==> src/sv/lddr_pkg.sv <==
`default_nettype none

package lddr_pkg;

    // Command codes carried in the mode field
    typedef enum logic [2:0] {
        MODE_TICK     = 3'd0,
        MODE_WRITE    = 3'd1,
        MODE_REFRESH  = 3'd2,
        MODE_DISP_ON  = 3'd3,
        MODE_DISP_OFF = 3'd4,
        MODE_CLEAR    = 3'd5,
        MODE_ALL_ON   = 3'd6
    } mode_t;

    // Line sequencer phases, one-hot
    typedef enum logic [10:0] {
        PH_IDLE = 11'b000_0000_0001,
        PH_S1   = 11'b000_0000_0010,
        PH_S2   = 11'b000_0000_0100,
        PH_B0   = 11'b000_0000_1000,
        PH_B1   = 11'b000_0001_0000,
        PH_A0   = 11'b000_0010_0000,
        PH_A1   = 11'b000_0100_0000,
        PH_A2   = 11'b000_1000_0000,
        PH_P0   = 11'b001_0000_0000,
        PH_P1   = 11'b010_0000_0000,
        PH_P2   = 11'b100_0000_0000
    } phase_t;

    // Configuration register indexes
    localparam int          CFG_ADDR_W  = 1;
    localparam int          CFG_DATA_W  = 24;
    localparam logic [0:0]  CFG_UNIT    = 1'b0;
    localparam logic [0:0]  CFG_ACK_GAP = 1'b1;

    // Bytes sent on the link
    localparam logic [7:0] CMD_DATA_AUTO = 8'h40;
    localparam logic [7:0] CMD_ADDR_0    = 8'hC0;
    localparam logic [7:0] CMD_DISP_ON   = 8'h8F;
    localparam logic [7:0] CMD_DISP_OFF  = 8'h80;
    localparam logic [7:0] SEG_ALL_ON    = 8'hFF;
    localparam logic [7:0] SEG_CLEAR     = 8'h00;

    // Reset values of the timing registers
    localparam logic [15:0] UNIT_RESET = 16'd100;
    localparam logic [23:0] GAP_RESET  = 24'd100000;

    typedef struct packed {
        logic                  we;
        logic [CFG_ADDR_W-1:0] addr;
        logic [CFG_DATA_W-1:0] wdata;
    } cfg_t;

    // One result per tick
    typedef struct packed {
        logic rejected;
        logic busy_res;
        logic dio_drive;
        logic dio_level;
        logic clk_level;
    } res_t;

endpackage

`default_nettype wire

==> src/sv/led_driver_two_wire_refresh.sv <==
// Channel | Dir | Bits                                   | Transaction
// s_*     | in  | tdata: mode[2:0] idx[5:3] val[13:6]    | one clock tick, maybe a command
// m_*     | out | tdata: clk dio drive busy rejected [4:0]| line levels for that tick
// cfg_*   | in  | addr 0 unit_ticks, 1 ack_gap_ticks     | register write, no handshake
//
// One transaction accepted per cycle while s_tready is high; its result is registered and shown on m_*.
// Throughput is set by the two-entry output buffer: input stalls only when both
// entries are full. Reset clears the sequencer to idle, the digit store to 0xFF,
// the dwell unit to 100 ticks and the acknowledge gap to 100000 ticks.
// Line timing counts accepted transactions, not clock cycles.
`default_nettype none

module led_driver_two_wire_refresh
    import lddr_pkg::*;
#(
    parameter int DIGITS = 6
)
(
    input  wire logic                  clk,
    input  wire logic                  rst_n,
    input  wire logic                  s_tvalid,
    output logic                       s_tready,
    input  wire logic [15:0]           s_tdata,   // mode, digit_index, digit_value
    output logic                       m_tvalid,
    input  wire logic                  m_tready,
    output logic [7:0]                 m_tdata,   // clk_level, dio_level, dio_drive,
                                                  // busy_res, rejected
    input  wire logic                  cfg_we,
    input  wire logic [CFG_ADDR_W-1:0] cfg_addr,
    input  wire logic [CFG_DATA_W-1:0] cfg_wdata
);

    logic accept;
    cfg_t cfg;
    res_t res, res_out;

    assign accept    = s_tvalid && s_tready;
    assign cfg.we    = cfg_we;
    assign cfg.addr  = cfg_addr;
    assign cfg.wdata = cfg_wdata;

    lddr_seq #(
        .DIGITS (DIGITS)
    ) u_seq (
        .clk         (clk),
        .rst_n       (rst_n),
        .cfg         (cfg),
        .accept      (accept),
        .mode        (s_tdata[2:0]),
        .digit_index (s_tdata[5:3]),
        .digit_value (s_tdata[13:6]),
        .result      (res)
    );

    lddr_obuf u_obuf (
        .clk       (clk),
        .rst_n     (rst_n),
        .push      (accept),
        .din       (res),
        .ready     (s_tready),
        .out_valid (m_tvalid),
        .out_ready (m_tready),
        .dout      (res_out)
    );

    assign m_tdata = {3'b000, res_out.rejected, res_out.busy_res, res_out.dio_drive,
                      res_out.dio_level, res_out.clk_level};

endmodule

`default_nettype wire

==> src/sv/lddr_seq.sv <==
`default_nettype none

module lddr_seq
    import lddr_pkg::*;
#(
    parameter int DIGITS = 6
)
(
    input  wire logic       clk,
    input  wire logic       rst_n,
    input  wire cfg_t       cfg,
    input  wire logic       accept,
    input  wire logic [2:0] mode,
    input  wire logic [2:0] digit_index,
    input  wire logic [7:0] digit_value,
    output res_t            result
);

    typedef struct packed {
        logic [1:0]  lines;
        logic [23:0] dwell;
    } ent_t;

    logic [15:0] unit_reg;
    logic [23:0] gap_reg;

    logic [7:0]  store_reg [DIGITS];
    logic [7:0]  store_next [DIGITS];
    phase_t      phase_reg, phase_c, phase_next;
    logic [23:0] dwell_reg, dwell_c, dwell_dec, dwell_next;
    logic [2:0]  bit_reg, bit_c, bit_next;
    logic [2:0]  byte_reg, byte_c, byte_next;
    logic [7:0]  shift_reg, shift_c, shift_next;
    logic [1:0]  lines_reg, lines_c, lines_next;
    logic        refresh_reg, refresh_c, refresh_next;
    logic        rej;

    logic [23:0] u2, u3, u5, gap1;
    logic [7:0]  rd_byte;
    logic [2:0]  rd_sel;
    phase_t      go_ph;
    logic        go_en;
    ent_t        e_cmd, e_fin;

    // Phase entry: line levels and dwell length
    function automatic ent_t enter_ph(phase_t ph, logic dio, logic bitv,
                                      logic [23:0] d2, logic [23:0] d3,
                                      logic [23:0] d5, logic [23:0] dg);
        ent_t e;
        e.lines = {1'b0, dio};
        e.dwell = '0;
        case (ph)
            PH_S1: begin e.lines = 2'b11;         e.dwell = d2;    end
            PH_S2: begin e.lines = 2'b10;         e.dwell = 24'd1; end
            PH_B0: begin e.lines = {1'b0, bitv};  e.dwell = d3;    end
            PH_B1: begin e.lines = {1'b1, bitv};  e.dwell = d3;    end
            PH_A0: begin e.lines = {1'b0, dio};   e.dwell = d5;    end
            PH_A1: begin e.lines = {1'b1, dio};   e.dwell = d2;    end
            PH_A2: begin e.lines = {1'b0, dio};   e.dwell = dg;    end
            PH_P0: begin e.lines = {1'b0, dio};   e.dwell = d2;    end
            PH_P1: begin e.lines = 2'b00;         e.dwell = d2;    end
            PH_P2: begin e.lines = 2'b10;         e.dwell = d2;    end
            default: ;
        endcase
        return e;
    endfunction

    // Dwell lengths in ticks, never below one
    always_comb
    begin
        if (unit_reg == '0)
        begin
            u2 = 24'd1;
            u3 = 24'd1;
            u5 = 24'd1;
        end
        else
        begin
            u2 = {7'd0, unit_reg, 1'b0};
            u3 = {8'd0, unit_reg} + {7'd0, unit_reg, 1'b0};
            u5 = {8'd0, unit_reg} + {6'd0, unit_reg, 2'b00};
        end
        gap1 = (gap_reg == '0) ? 24'd1 : gap_reg;
    end

    // Command stage: store updates, frame start, and rejection of frame commands while busy
    always_comb
    begin
        store_next = store_reg;
        phase_c    = phase_reg;
        dwell_c    = dwell_reg;
        bit_c      = bit_reg;
        byte_c     = byte_reg;
        shift_c    = shift_reg;
        lines_c    = lines_reg;
        refresh_c  = refresh_reg;
        rej        = 1'b0;
        e_cmd      = enter_ph(PH_S1, lines_reg[0], 1'b0, u2, u3, u5, gap1);
        case (mode_t'(mode))
            MODE_WRITE:
            begin
                for (int i = 0; i < DIGITS; i++)
                begin
                    if (digit_index == 3'(i))
                        store_next[i] = digit_value;
                end
            end
            MODE_CLEAR:
            begin
                for (int i = 0; i < DIGITS; i++)
                    store_next[i] = SEG_CLEAR;
            end
            MODE_ALL_ON:
            begin
                for (int i = 0; i < DIGITS; i++)
                    store_next[i] = SEG_ALL_ON;
            end
            MODE_REFRESH, MODE_DISP_ON, MODE_DISP_OFF:
            begin
                if (phase_reg != PH_IDLE)
                    rej = 1'b1;
                else
                begin
                    refresh_c = (mode_t'(mode) == MODE_REFRESH);
                    byte_c    = '0;
                    bit_c     = '0;
                    case (mode_t'(mode))
                        MODE_REFRESH: shift_c = CMD_DATA_AUTO;
                        MODE_DISP_ON: shift_c = CMD_DISP_ON;
                        default:      shift_c = CMD_DISP_OFF;
                    endcase
                    phase_c = PH_S1;
                    lines_c = e_cmd.lines;
                    dwell_c = e_cmd.dwell;
                end
            end
            default: ;
        endcase
    end

    // Lines as seen this tick
    always_comb
    begin
        result.clk_level = lines_c[1];
        result.dio_level = lines_c[0];
        result.dio_drive = !(phase_c inside {PH_A0, PH_A1, PH_A2});
        result.busy_res  = (phase_c != PH_IDLE);
        result.rejected  = rej;
    end

    // Digit byte read for the next transmission, after this tick's write
    always_comb
    begin
        rd_sel  = byte_c - 3'd1;
        rd_byte = store_next[0];
        for (int i = 0; i < DIGITS; i++)
        begin
            if (rd_sel == 3'(i))
                rd_byte = store_next[i];
        end
    end

    // Dwell countdown and phase advance
    always_comb
    begin
        phase_next   = phase_c;
        bit_next     = bit_c;
        byte_next    = byte_c;
        shift_next   = shift_c;
        lines_next   = lines_c;
        refresh_next = refresh_c;
        dwell_dec    = (dwell_c != '0) ? dwell_c - 24'd1 : dwell_c;
        dwell_next   = dwell_c;
        go_ph        = PH_IDLE;
        go_en        = 1'b0;
        if (phase_c != PH_IDLE)
        begin
            dwell_next = dwell_dec;
            if (dwell_dec == '0)
            begin
                go_en = 1'b1;
                case (phase_c)
                    PH_S1: go_ph = PH_S2;
                    PH_S2:
                    begin
                        bit_next = '0;
                        go_ph    = PH_B0;
                    end
                    PH_B0: go_ph = PH_B1;
                    PH_B1:
                    begin
                        if (bit_c == 3'd7)
                            go_ph = PH_A0;
                        else
                        begin
                            bit_next = bit_c + 3'd1;
                            go_ph    = PH_B0;
                        end
                    end
                    PH_A0: go_ph = PH_A1;
                    PH_A1: go_ph = PH_A2;
                    PH_A2:
                    begin
                        if (refresh_c && byte_c != '0 && 4'(byte_c) < 4'(DIGITS + 1))
                        begin
                            byte_next  = byte_c + 3'd1;
                            shift_next = rd_byte;
                            bit_next   = '0;
                            go_ph      = PH_B0;
                        end
                        else
                            go_ph = PH_P0;
                    end
                    PH_P0: go_ph = PH_P1;
                    PH_P1: go_ph = PH_P2;
                    PH_P2:
                    begin
                        lines_next = 2'b11;
                        if (refresh_c && byte_c == '0)
                        begin
                            byte_next  = 3'd1;
                            shift_next = CMD_ADDR_0;
                            go_ph      = PH_S1;
                        end
                        else
                        begin
                            go_en        = 1'b0;
                            refresh_next = 1'b0;
                            phase_next   = PH_IDLE;
                            dwell_next   = '0;
                        end
                    end
                    default:
                    begin
                        go_en      = 1'b0;
                        phase_next = PH_IDLE;
                        dwell_next = '0;
                    end
                endcase
            end
        end
        e_fin = enter_ph(go_ph, lines_c[0], shift_next[bit_next], u2, u3, u5, gap1);
        if (go_en)
        begin
            phase_next = go_ph;
            lines_next = e_fin.lines;
            dwell_next = e_fin.dwell;
        end
    end

    // Timing registers
    always_ff @(posedge clk or negedge rst_n)
    begin
        if (!rst_n)
        begin
            unit_reg <= UNIT_RESET;
            gap_reg  <= GAP_RESET;
        end
        else if (cfg.we)
        begin
            case (cfg.addr)
                CFG_UNIT:    unit_reg <= cfg.wdata[15:0];
                CFG_ACK_GAP: gap_reg  <= cfg.wdata;
                default: ;
            endcase
        end
    end

    // Sequencer state, advanced once per accepted transaction
    always_ff @(posedge clk or negedge rst_n)
    begin
        if (!rst_n)
        begin
            for (int i = 0; i < DIGITS; i++)
                store_reg[i] <= SEG_ALL_ON;
            phase_reg   <= PH_IDLE;
            dwell_reg   <= '0;
            bit_reg     <= '0;
            byte_reg    <= '0;
            shift_reg   <= '0;
            lines_reg   <= '0;
            refresh_reg <= 1'b0;
        end
        else if (accept)
        begin
            store_reg   <= store_next;
            phase_reg   <= phase_next;
            dwell_reg   <= dwell_next;
            bit_reg     <= bit_next;
            byte_reg    <= byte_next;
            shift_reg   <= shift_next;
            lines_reg   <= lines_next;
            refresh_reg <= refresh_next;
        end
    end

endmodule

`default_nettype wire

==> src/sv/lddr_obuf.sv <==
`default_nettype none

module lddr_obuf
    import lddr_pkg::*;
(
    input  wire logic clk,
    input  wire logic rst_n,
    input  wire logic push,
    input  wire res_t din,
    output logic      ready,
    output logic      out_valid,
    input  wire logic out_ready,
    output res_t      dout
);

    res_t main_reg, skid_reg;
    logic main_valid_reg, skid_valid_reg;
    logic pop;

    assign pop       = main_valid_reg && out_ready;
    assign ready     = !skid_valid_reg;
    assign out_valid = main_valid_reg;
    assign dout      = main_reg;

    // Result register with one skid entry behind it
    always_ff @(posedge clk or negedge rst_n)
    begin
        if (!rst_n)
        begin
            main_valid_reg <= 1'b0;
            skid_valid_reg <= 1'b0;
        end
        else if (skid_valid_reg)
        begin
            if (pop)
                skid_valid_reg <= 1'b0;
        end
        else if (push)
        begin
            if (main_valid_reg && !pop)
                skid_valid_reg <= 1'b1;
            else
                main_valid_reg <= 1'b1;
        end
        else if (pop)
            main_valid_reg <= 1'b0;
    end

    // Payload
    always_ff @(posedge clk)
    begin
        if (skid_valid_reg)
        begin
            if (pop)
                main_reg <= skid_reg;
        end
        else if (push)
        begin
            if (main_valid_reg && !pop)
                skid_reg <= din;
            else
                main_reg <= din;
        end
    end

endmodule

`default_nettype wire

==> config.mk <==
export PLATFORM = sky130hd
export DESIGN_NAME = led_driver_two_wire_refresh
export DESIGN_NICKNAME = d
export VERILOG_FILES = /design/src/sv/lddr_pkg.sv /design/src/sv/led_driver_two_wire_refresh.sv /design/src/sv/lddr_seq.sv /design/src/sv/lddr_obuf.sv
export SDC_FILE = /design/constraint.sdc
export NUM_CORES = 1
export LEC_CHECK = 0
export ABC_AREA = 1
export BUFFER_PORTS_ARGS = -buffer_cell sky130_fd_sc_hd__clkbuf_2
export CAP_MARGIN = 15
export CORE_AREA = 3 3 150 152
export DETAILED_ROUTE_END_ITERATION = 8
export DIE_AREA = 0 0 153 155
export GPL_TIMING_DRIVEN = 1
export PLACE_DENSITY = 0.8
export SLEW_MARGIN = 20
export SYNTH_ARGS = -nofsm -noshare
export SYNTH_HDL_FRONTEND = slang
export SYNTH_SLANG_ARGS = --single-unit
==> constraint.sdc <==
create_clock -name clk -period 11.8 [get_ports clk]
set_input_delay 0 -clock clk [delete_from_list [all_inputs] [get_ports clk]]
set_output_delay 0 -clock clk [all_outputs]
set_load 0.02 [all_outputs]
==> reports/results.tsv, run 1 <==
stage	metric	value	unit
global_routing	vias in the first global route	13730	
run	max cap viols	0	
sta	fin crit share	51.49	%
global_routing	grt total ovfl	0	
clocking	CTS root buf	clkbuf_16	
sta	fin. max-slew vios	0	
synthesis	Avg Inst Size Synth	6.480	µm²
drt	first-pass iteration count of the detailed router	6	
final_layout	commonest cells after routing, fill and taps aside	nand2_1, o21ai_0, inv_1	
setup_path	Setup CP Type	reg -> reg	
final_layout	Largest register FFs	48	
clocking	later-pin clock latency in the skew report	0.45	ns
floorplanning	starting density of the core	62.83	%
hold_path	hold endpoint	u_seq.store_reg[38]$_DFFE_PN1P_	
synthesis	register area share after synthesis	29.54	%
synthesis	Syn Inst Count	2051	
drt	Vias per Instance	6.122	
clocking	CTS buffer count	17	
global_routing	first-pass GRT wire length	68920	µm
final_layout	share of cells above drive strength 1	12.21	%
place	input/output buffers	50	
sta	final setup violation count	0	
setup_path	Startpoint Class	register	
drt	initial DRC count	1633	
final_layout	most common cell after layout, fill and taps aside	nand2_1	
drt	vias	14520	
global_routing	GRT Util Overall	35.43	%
sta	Max-slew headroom	22.09	%
clocking	H-tree levels	4	
setup_path	reg-to-reg endpoint	u_seq.dwell_reg[14]$_DFFE_PN0P_	
drt	DRT Wirelength	42080	µm
hold_path	hold depth	5	
power_and_ir_drop	PD cells	98.01	mW/mm²
sta	Fmax achieved	164.6	MHz
setup_path	Worst Reg-to-Reg Cells	25	
clocking	clk sink count	152	
power_and_ir_drop	VDD IR max	96.14	µV
sta	setup TNS	0	ns
floorplanning	Die X	153	µm
sta	Final Hold Fails	0	
setup_path	critical path arrival	6.43	ns
clocking	clock slew at reported path FFs	0.08	ns
sta	Clock Skew	0.01008	ns
drt	DRC viols	0	
drt	number of routed nets with antenna violations	0	
synthesis	Yosys cell types	59	
floorplanning	die outline height	155	µm
clocking	Post-CTS Setup Bufs	0	
setup_path	WP data required	12.16	ns
place	gpl congestion	1.040	
floorplanning	die area	0.02372	mm²
final_layout	P&R area growth vs syn	8.519	%
sta	Slew @ Worst Pin	1.158	ns
setup_path	r2r setup slk	5.72	ns
synthesis	Synth Cell Area	0.01329	mm²
setup_path	CP Launch Point	u_seq.unit_reg[14]$_DFFE_PN0P_	
setup_path	Worst setup EP type	register	
sta	worst hold slack	0.03779	ns
power_and_ir_drop	static leakage	0.006962	µW
global_routing	pin count of the biggest net entering global routing	91	
sta	Final min period	6.076	ns
clocking	CTS Buffer Depth	2	
setup_path	critical register-to-register path startpoint	u_seq.unit_reg[14]$_DFFE_PN0P_	
global_routing	initial antenna violation count	0	
synthesis	Synth Register Bits	152	
floorplanning	Ports	56	
floorplanning	cell row count	53	
hold_path	worst min-delay path class	in -> reg	
hold_path	hold_sp	s_tdata[12]	
drt	routed wire length per instance	17.74	µm
place	DP HPWL	30040	µm
synthesis	synth warn	0	
clocking	CTS tree	done	
sta	RSZ-0062 raised after global routing	no	
final_layout	ANT cells	0	
status	status	finished clean	
setup_path	Worst Path Max Fanout	35	
final_layout	Final nets	2180	
floorplanning	core area	0.02115	mm²
synthesized netlist by cell type, drive strengths merged:
master / instances / share of area [%]
a211oi: 1 / 0.057
a21boi: 1 / 0.057
a21o: 2 / 0.11
a21oi: 127 / 5.1
a221oi: 1 / 0.066
a311o: 1 / 0.075
a311oi: 1 / 0.066
a31oi: 13 / 0.61
and3: 1 / 0.047
buf: 32 / 1.7
clkbuf: 41 / 1.2
clkinv: 6 / 0.21
conb: 1 / 0.028
dfrtp: 84 / 16
dfstp: 58 / 11
edfxtp: 10 / 2.3
fa: 2 / 0.30
ha: 48 / 4.5
inv: 231 / 6.5
mux2: 1 / 0.085
nand2: 582 / 17
nand3: 183 / 7.3
nand3b: 5 / 0.28
nand4: 23 / 1.1
nor2: 181 / 6.0
nor3: 27 / 1.1
nor4: 16 / 0.87
o2111a: 1 / 0.085
o2111ai: 3 / 0.20
o211ai: 22 / 1.2
o21ai: 268 / 10
o21bai: 9 / 0.51
o221a: 1 / 0.085
o221ai: 7 / 0.46
o22ai: 26 / 1.2
o311ai: 3 / 0.20
o31a: 1 / 0.066
o31ai: 2 / 0.11
or2: 19 / 0.89
xnor2: 1 / 0.066
xor2: 9 / 0.59
routing by layer:
metal	share of wire, %	track usage, %
met2	46	58.55
met5	0	0
met4	4.2	15.19
met3	8.8	5.090
met1	41	46.81
critical path: stages (launching register included):
cell and delay (ns):
dfrtp_1 0.52, inv_1 0.22, ha_1 0.24, nand2_1 0.08, nor2_1 0.14, nand2_1 0.49
nand2_1 0.41, nand3_1 0.11, nand2_1 0.23, nand2_1 0.14, nor2_2 0.21, nand2_2 0.11
inv_2 0.09, nand3_4 0.31, inv_1 0.28, o21bai_1 0.14, nand2_1 0.10, nor2_4 0.28
nand2_4 0.23, clkinv_4 0.32, nand2_2 0.36, a21oi_1 0.45, nor2_1 0.12, o211ai_1 0.15
o21ai_0 0.12, o21ai_0 0.11
final cells by class:
class / count / area [µm²]
fill: 1943 / 6730
tap: 275 / 344.1
timing repair buffer: 85 / 589.3
multi-input combinational: 1591 / 8104
inverter: 237 / 894.6
sequential: 152 / 3926
clock inverter: 15 / 140.1
clock buffer: 17 / 425.4
metrics by stage:
step | setup WS, ns | area [µm²] | power [µW] | util (%) | instances
6_report | 5.724 | 14420 | 1414 | 68.18 | 2372
3_5_place_dp | 5.987 | 13580 | 849.3 | 64.19 | 2312
4_1_cts | 5.923 | 14420 | 1403 | 68.18 | 2372
5_1_grt | 5.300 | 14420 | 1470 | 68.18 | 2372
2_1_floorplan | 7.896 | 13300 | 766.3 | - | 2053
3_3_place_gp | 5.998 | 13580 | 843.4 | 64.19 | 2312
kinds of logic after synthesis:
family | synth area share, %
AO/OA/AOI/OAI | 20.47
XOR/XNOR | 0.6590
adder cells (fa/ha/maj) | 4.820
buffers and inverters | 9.602
flip-flops | 29.54
multiplexers | 0.08472
other | 0.02821
AND/OR/NAND/NOR | 34.80
worst max-delay path by stage:
stage	endpoint	slack (ns)	cells past startpoint
final	u_seq.dwell_reg[14]$_DFFE_PN0P_	5.72	25
after CTS	u_seq.dwell_reg[11]$_DFFE_PN0P_	5.92	25
after global routing	u_seq.dwell_reg[14]$_DFFE_PN0P_	5.30	28
after global placement	u_seq.dwell_reg[11]$_DFFE_PN0P_	6.00	25
after detailed placement	u_seq.dwell_reg[11]$_DFFE_PN0P_	5.99	25
after floorplan	u_seq.lines_reg[0]$_DFFE_PN0P_	7.90	33
power breakdown:
part	switching [µW]	internal, µW	leakage [µW]
logic	184	99.0	0.00498
clock network	260	295	0.000270
registers	29.9	546	0.00171
total	474	940	0.00696
repair_timing:
item                      4_1_cts  5_1_grt
resized for setup               0        0
hold buffers                   28        0
hold endpoints to repair       93        0
(Power assumes the default switching activity.)
==> run 2: changes to the inputs <==
- clock period: 11.8 -> 6.1 ns (I/O delays scaled with it)
==> run 2 against run 1 <==
Clock power grew 91%. Total power grew 94%. First-iteration DRC count grew 5.8%. Sequential share of layout area shrank 0.21 points. Clock skew grew 0.0027 ns. Global-route usage grew 0.30 points. Die area is the same. Highest routed layer unchanged.
==> reports/results.tsv, run 2 (same netlist as run 1, synthesis figures left out) <==
stage	metric	value	unit
status	status	finished clean	
power_and_ir_drop	share of power burned in registers	40.2	%
floorplanning	cell row count	53	
final_layout	final instance area	0.01454	mm²
clocking	CTS Buffer Depth	2	
final_layout	Largest register FFs	48	
place	input/output buffers	50	
drt	routed wire length per instance	17.93	µm
sta	Slew @ Worst Pin	1.142	ns
drt	first-pass iteration count of the detailed router	6	
final_layout	ANT cells	0	
clocking	CTS buffer count	17	
sta	Max-slew headroom	23.18	%
sta	final setup violation count	0	
setup_path	Setup CP Type	reg -> reg	
place	DP HPWL	30510	µm
power_and_ir_drop	P_sw	941.7	µW
global_routing	GRT Util Overall	35.73	%
global_routing	met2 usage	60.17	%
power_and_ir_drop	Combinational Power Share	21.2	%
floorplanning	Ports	56	
floorplanning	core area	0.02115	mm²
sta	fin crit share	86.54	%
power_and_ir_drop	internal cell power	1797	µW
final_layout	P&R area growth vs syn	9.366	%
sta	Clock Skew	0.01274	ns
setup_path	Worst Path Max Fanout	35	
clocking	H-tree levels	4	
setup_path	WP data required	6.44	ns
sta	fin. max-slew vios	0	
clocking	later-pin clock latency in the skew report	0.44	ns
drt	initial DRC count	1728	
global_routing	vias in the first global route	13840	
final_layout	Final nets	2195	
drt	Vias per Instance	6.088	
final_layout	most common cell after layout, fill and taps aside	nand2_1	
sta	Final min period	5.279	ns
drt	DRT Wirelength	42810	µm
power_and_ir_drop	Sw Share	34.38	%
final_layout	commonest cells after routing, fill and taps aside	nand2_1, o21ai_0, inv_1	
setup_path	Worst setup EP type	register	
drt	DRC viols	0	
global_routing	met3 Track Usage GR	5.257	%
global_routing	first-pass GRT wire length	69500	µm
clocking	clk sink count	152	
final_layout	share of cells above drive strength 1	12.88	%
global_routing	Most Crowded Layer GR	met2	
sta	setup TNS	0	ns
power_and_ir_drop	VDD IR max	156.0	µV
floorplanning	die outline height	155	µm
run	max cap viols	0	
sta	RSZ-0062 raised after global routing	no	
clocking	clock slew at reported path FFs	0.08	ns
floorplanning	die area	0.02372	mm²
global_routing	pin count of the biggest net entering global routing	122	
global_routing	grt total ovfl	0	
power_and_ir_drop	static leakage	0.007041	µW
power_and_ir_drop	clock share of power	38.6	%
sta	Fmax achieved	189.4	MHz
global_routing	initial antenna violation count	0	
clocking	CTS tree	done	
floorplanning	starting density of the core	62.83	%
global_routing	GR Layer Usage met1	46.70	%
setup_path	critical path arrival	5.61	ns
hold_path	worst min-delay path class	in -> reg	
sta	Final Hold Fails	0	
setup_path	Startpoint Class	register	
drt	vias	14530	
clocking	CTS root buf	clkbuf_16	
place	gpl congestion	0.9831	
floorplanning	Die X	153	µm
power_and_ir_drop	PD cells	188.4	mW/mm²
place	Placed Area	0.01369	mm²
drt	number of routed nets with antenna violations	0	
run 2: what timing repair did:
item                                   4_1_cts  5_1_grt
setup buffers                                0        0
resized for setup                            0        0
endpoints found under the hold margin       91        0
hold buffers                                28        0
run 2: metal layers:
metal	up-vias	wire (µm)
met4	0	1455
li1	6946	-
met5	-	0
met3	132	3735
met1	6665	17540
met2	789	20080
run 2: final timing paths:
check                                                   to                             from  slack, ns  depth (start not counted)
max in group asynchronous   u_seq.dwell_reg[2]$_DFFE_PN0P_                            rst_n       4.60                          3
max reg2reg                u_seq.dwell_reg[14]$_DFFE_PN0P_   u_seq.unit_reg[14]$_DFFE_PN0P_       0.82                         26
min                        u_seq.store_reg[28]$_DFFE_PN1P_                      s_tdata[10]       0.04                          5
max                        u_seq.dwell_reg[14]$_DFFE_PN0P_   u_seq.unit_reg[14]$_DFFE_PN0P_       0.82                         26
min reg2reg                u_seq.dwell_reg[17]$_DFFE_PN0P_  u_seq.dwell_reg[17]$_DFFE_PN0P_       0.48                          2
min in group asynchronous   u_seq.shift_reg[7]$_DFFE_PN0P_                            rst_n       0.21                          2
run 2: through the flow:
stage	std cells	worst slack (ns)	power, µW	hold WS, ns	utilization [%]
4_1_cts	2387	1.004	2720	0.02659	68.70
6_report	2387	0.8212	2739	0.04022	68.72
5_1_grt	2387	0.4223	2845	0.05436	68.72
3_5_place_dp	2327	1.032	1659	0.1226	64.72
3_3_place_gp	2327	1.114	1651	0.1176	64.72
2_1_floorplan	2053	2.196	1482	-0.2956	-
run 2: layout make-up:
cell class | instances | area (µm²)
Clock inverter | 14 | 132.6
Clock buffer | 18 | 429.2
Tap cell | 275 | 344.1
Fill cell | 1871 | 6618
Timing Repair Buffer | 100 | 705.7
Multi-Input combinational cell | 1591 | 8104
Inverter | 237 | 894.6
Sequential cell | 152 | 3926
run 2: worst max-delay path, stage by stage (launching register included):
cell and delay (ns):
dfrtp_1 0.50, inv_1 0.21, ha_1 0.24, nand2_1 0.07, nor2_1 0.13, nand2_1 0.10, buf_4 0.23, nand2_1 0.20
nand3_1 0.11, nand2_1 0.18, nand2_1 0.14, nor2_2 0.22, nand2_2 0.11, inv_2 0.09, nand3_4 0.31, inv_1 0.24
o21bai_1 0.13, nand2_1 0.10, nor2_4 0.27, nand2_4 0.23, clkinv_4 0.22, nand2_2 0.32, a21oi_1 0.34, nor2_1 0.08
o211ai_1 0.10, o21ai_0 0.10, o21ai_0 0.16
run 2: power groups by stage:
stage | Combinational [µW] | Clock (µW) | Sequential, µW
after global routing | 644 | 1100 | 1100
after floorplan | 377 | 0 | 1100
final | 580 | 1060 | 1100
after detailed placement | 543 | 0 | 1120
after CTS | 562 | 1060 | 1100
after global placement | 536 | 0 | 1120
==> run 3: changes to the inputs <==
- CORE_AREA: 3 3 150 152 -> 3 3 153 155
- DIE_AREA: 0 0 153 155 -> 0 0 156 158
- PLACE_DENSITY: 0.8 -> 0.77
==> run 3 against run 2 <==
Count of clock-buffer cells in the layout grew 1. Critical path type unchanged. Routed wire length down 2.2%. Register-to-register slack got worse by 0.29 ns. Flip-flop and latch count unchanged. Fmax is 5.1% lower.
==> reports/results.tsv, run 3 (same netlist as run 1, synthesis figures left out) <==
stage	metric	value	unit
status	status	finished clean	
sta	Final min period	5.564	ns
power_and_ir_drop	Sw Share	33.77	%
global_routing	grt total ovfl	0	
floorplanning	die outline height	158	µm
sta	RSZ-0062 raised after global routing	no	
place	gpl congestion	1.022	
hold_path	hold_sp	s_tdata[10]	
setup_path	critical path arrival	5.91	ns
setup_path	most numerous cell on the critical path	nand2_1	
setup_path	slowest CP cell	dfrtp_1	
drt	number of routed nets with antenna violations	0	
clocking	CTS tree	done	
sta	Max-slew headroom	25.62	%
drt	vias	14440	
setup_path	WP data required	6.45	ns
global_routing	initial antenna violation count	0	
place	input/output buffers	50	
clocking	clk sink count	152	
clocking	CTS buffer count	17	
global_routing	GRT Util Overall	34.23	%
setup_path	Buffers & Inverters on Critical Path	4	
drt	Vias per Instance	6.033	
floorplanning	starting density of the core	60.53	%
sta	Slew @ Worst Pin	1.107	ns
global_routing	pin count of the biggest net entering global routing	120	
setup_path	Startpoint Class	register	
power_and_ir_drop	PD cells	191.0	mW/mm²
sta	Clock Skew	0.01331	ns
place	pre-CTS WS	0.8038	ns
setup_path	Top delay family on crit path	simple AND/OR/NAND/NOR gates	
clocking	clock slew at reported path FFs	0.07	ns
final_layout	Final nets	2196	
clocking	H-tree levels	4	
setup_path	critical register-to-register path startpoint	u_seq.unit_reg[0]$_DFFE_PN0P_	
power_and_ir_drop	internal cell power	1845	µW
sta	final worst setup slack	0.5358	ns
power_and_ir_drop	P_sw	940.7	µW
power_and_ir_drop	share of power burned in registers	39.4	%
sta	fin. max-slew vios	0	
final_layout	most common cell after layout, fill and taps aside	nand2_1	
sta	fin crit share	91.22	%
clocking	CTS root buf	clkbuf_16	
place	DP HPWL	30320	µm
power_and_ir_drop	VDD IR max	209.6	µV
run	max cap viols	0	
floorplanning	die area	0.02465	mm²
power_and_ir_drop	Combinational Power Share	21.0	%
sta	setup TNS	0	ns
sta	Final Hold Fails	0	
drt	DRT Wirelength	41860	µm
floorplanning	Die X	156	µm
floorplanning	Ports	56	
drt	initial DRC count	1550	
hold_path	worst min-delay path class	in -> reg	
drt	first-pass iteration count of the detailed router	9	
drt	routed wire length per instance	17.49	µm
floorplanning	cell row count	54	
sta	Fmax achieved	179.7	MHz
final_layout	commonest cells after routing, fill and taps aside	nand2_1, o21ai_0, inv_1	
setup_path	CP peak stage delay	0.51	ns
final_layout	ANT cells	0	
setup_path	Worst Path Max Fanout	35	
clocking	later-pin clock latency in the skew report	0.45	ns
power_and_ir_drop	clock share of power	39.6	%
clocking	CTS Buffer Depth	2	
setup_path	Setup CP Type	reg -> reg	
setup_path	CP Launch Point	u_seq.unit_reg[0]$_DFFE_PN0P_	
clocking	Post-CTS Setup Bufs	0	
power_and_ir_drop	static leakage	0.007064	µW
sta	final setup violation count	0	
final_layout	share of cells above drive strength 1	13.01	%
setup_path	Worst setup EP type	register	
final_layout	P&R area growth vs syn	9.714	%
global_routing	first-pass GRT wire length	67880	µm
global_routing	vias in the first global route	13610	
floorplanning	core area	0.02196	mm²
final_layout	Largest register FFs	48	
drt	DRC viols	0	
==> run 3: worst reg2reg max path, delay by kind of cell (launching register included) <==
family	cells	cell delay [ns]
buffers and inverters	4	0.79
flip-flops	1	0.51
AND/OR/NAND/NOR	15	3.20
adder cells (fa/ha/maj)	1	0.22
AO/OA/AOI/OAI	5	0.74
==> run 3: area by class of cell <==
cell class	count	area (µm²)
fillers	2000	7376
flip-flops and latches	152	3926
clock inverters	13	116.4
inverters	237	894.6
clock buffers	19	475.5
repair buffers	101	709.4
multi-input cells	1591	8110
well taps	280	350.3
==> run 3: path summary, 6_finish.rpt <==
path                       slack, ns                              end  cells past startpoint
min in group asynchronous       0.22   u_seq.phase_reg[5]$_DFFE_PN0P_                      2
setup reg to reg                0.54  u_seq.dwell_reg[13]$_DFFE_PN0P_                     25
hold / removal                  0.02  u_seq.store_reg[28]$_DFFE_PN1P_                      5
setup / recovery                0.54  u_seq.dwell_reg[13]$_DFFE_PN0P_                     25
max in group asynchronous       4.67  u_seq.dwell_reg[20]$_DFFE_PN0P_                      3
hold reg to reg                 0.48   u_seq.shift_reg[2]$_DFFE_PN0P_                      2
==> run 3: power groups by stage <==
stage                     Combinational (µW)  Sequential [µW]  Clock [µW]
after floorplan                          377             1100           0
after global placement                   544             1110           0
after detailed placement                 553             1110           0
final                                    586             1100        1100
after CTS                                572             1100        1100
after global routing                     653             1100        1150
==> run 3: per-stage QoR <==
| stage | cell area (µm²) | std cells | hold WS [ns] | power [µW] | utilization [%] |
|---|---|---|---|---|---|
| detailed placement | 13700 | 2333 | 0.1277 | 1667 | 62.41 |
| finish | 14580 | 2393 | 0.01638 | 2786 | 66.41 |
| CTS | 14580 | 2393 | 0.004622 | 2771 | 66.38 |
| floorplan | 13300 | 2053 | -0.2956 | 1482 | - |
| global placement | 13700 | 2333 | 0.1191 | 1655 | 62.41 |
| global route | 14580 | 2393 | 0.06960 | 2904 | 66.41 |
==> run 3: routing by layer <==
metal  GRT usage, %  share of wire (%)
met1          44.62                 42
met2          56.29                 46
met3          5.905                8.5
met4          14.76                4.0
met5              0                  0
==> run 3: repair_timing <==
| action | CTS | global route |
|---|---|---|
| endpoints found under the hold margin | 92 | 0 |
| hold buffers | 28 | 0 |
| resized for setup | 0 | 0 |
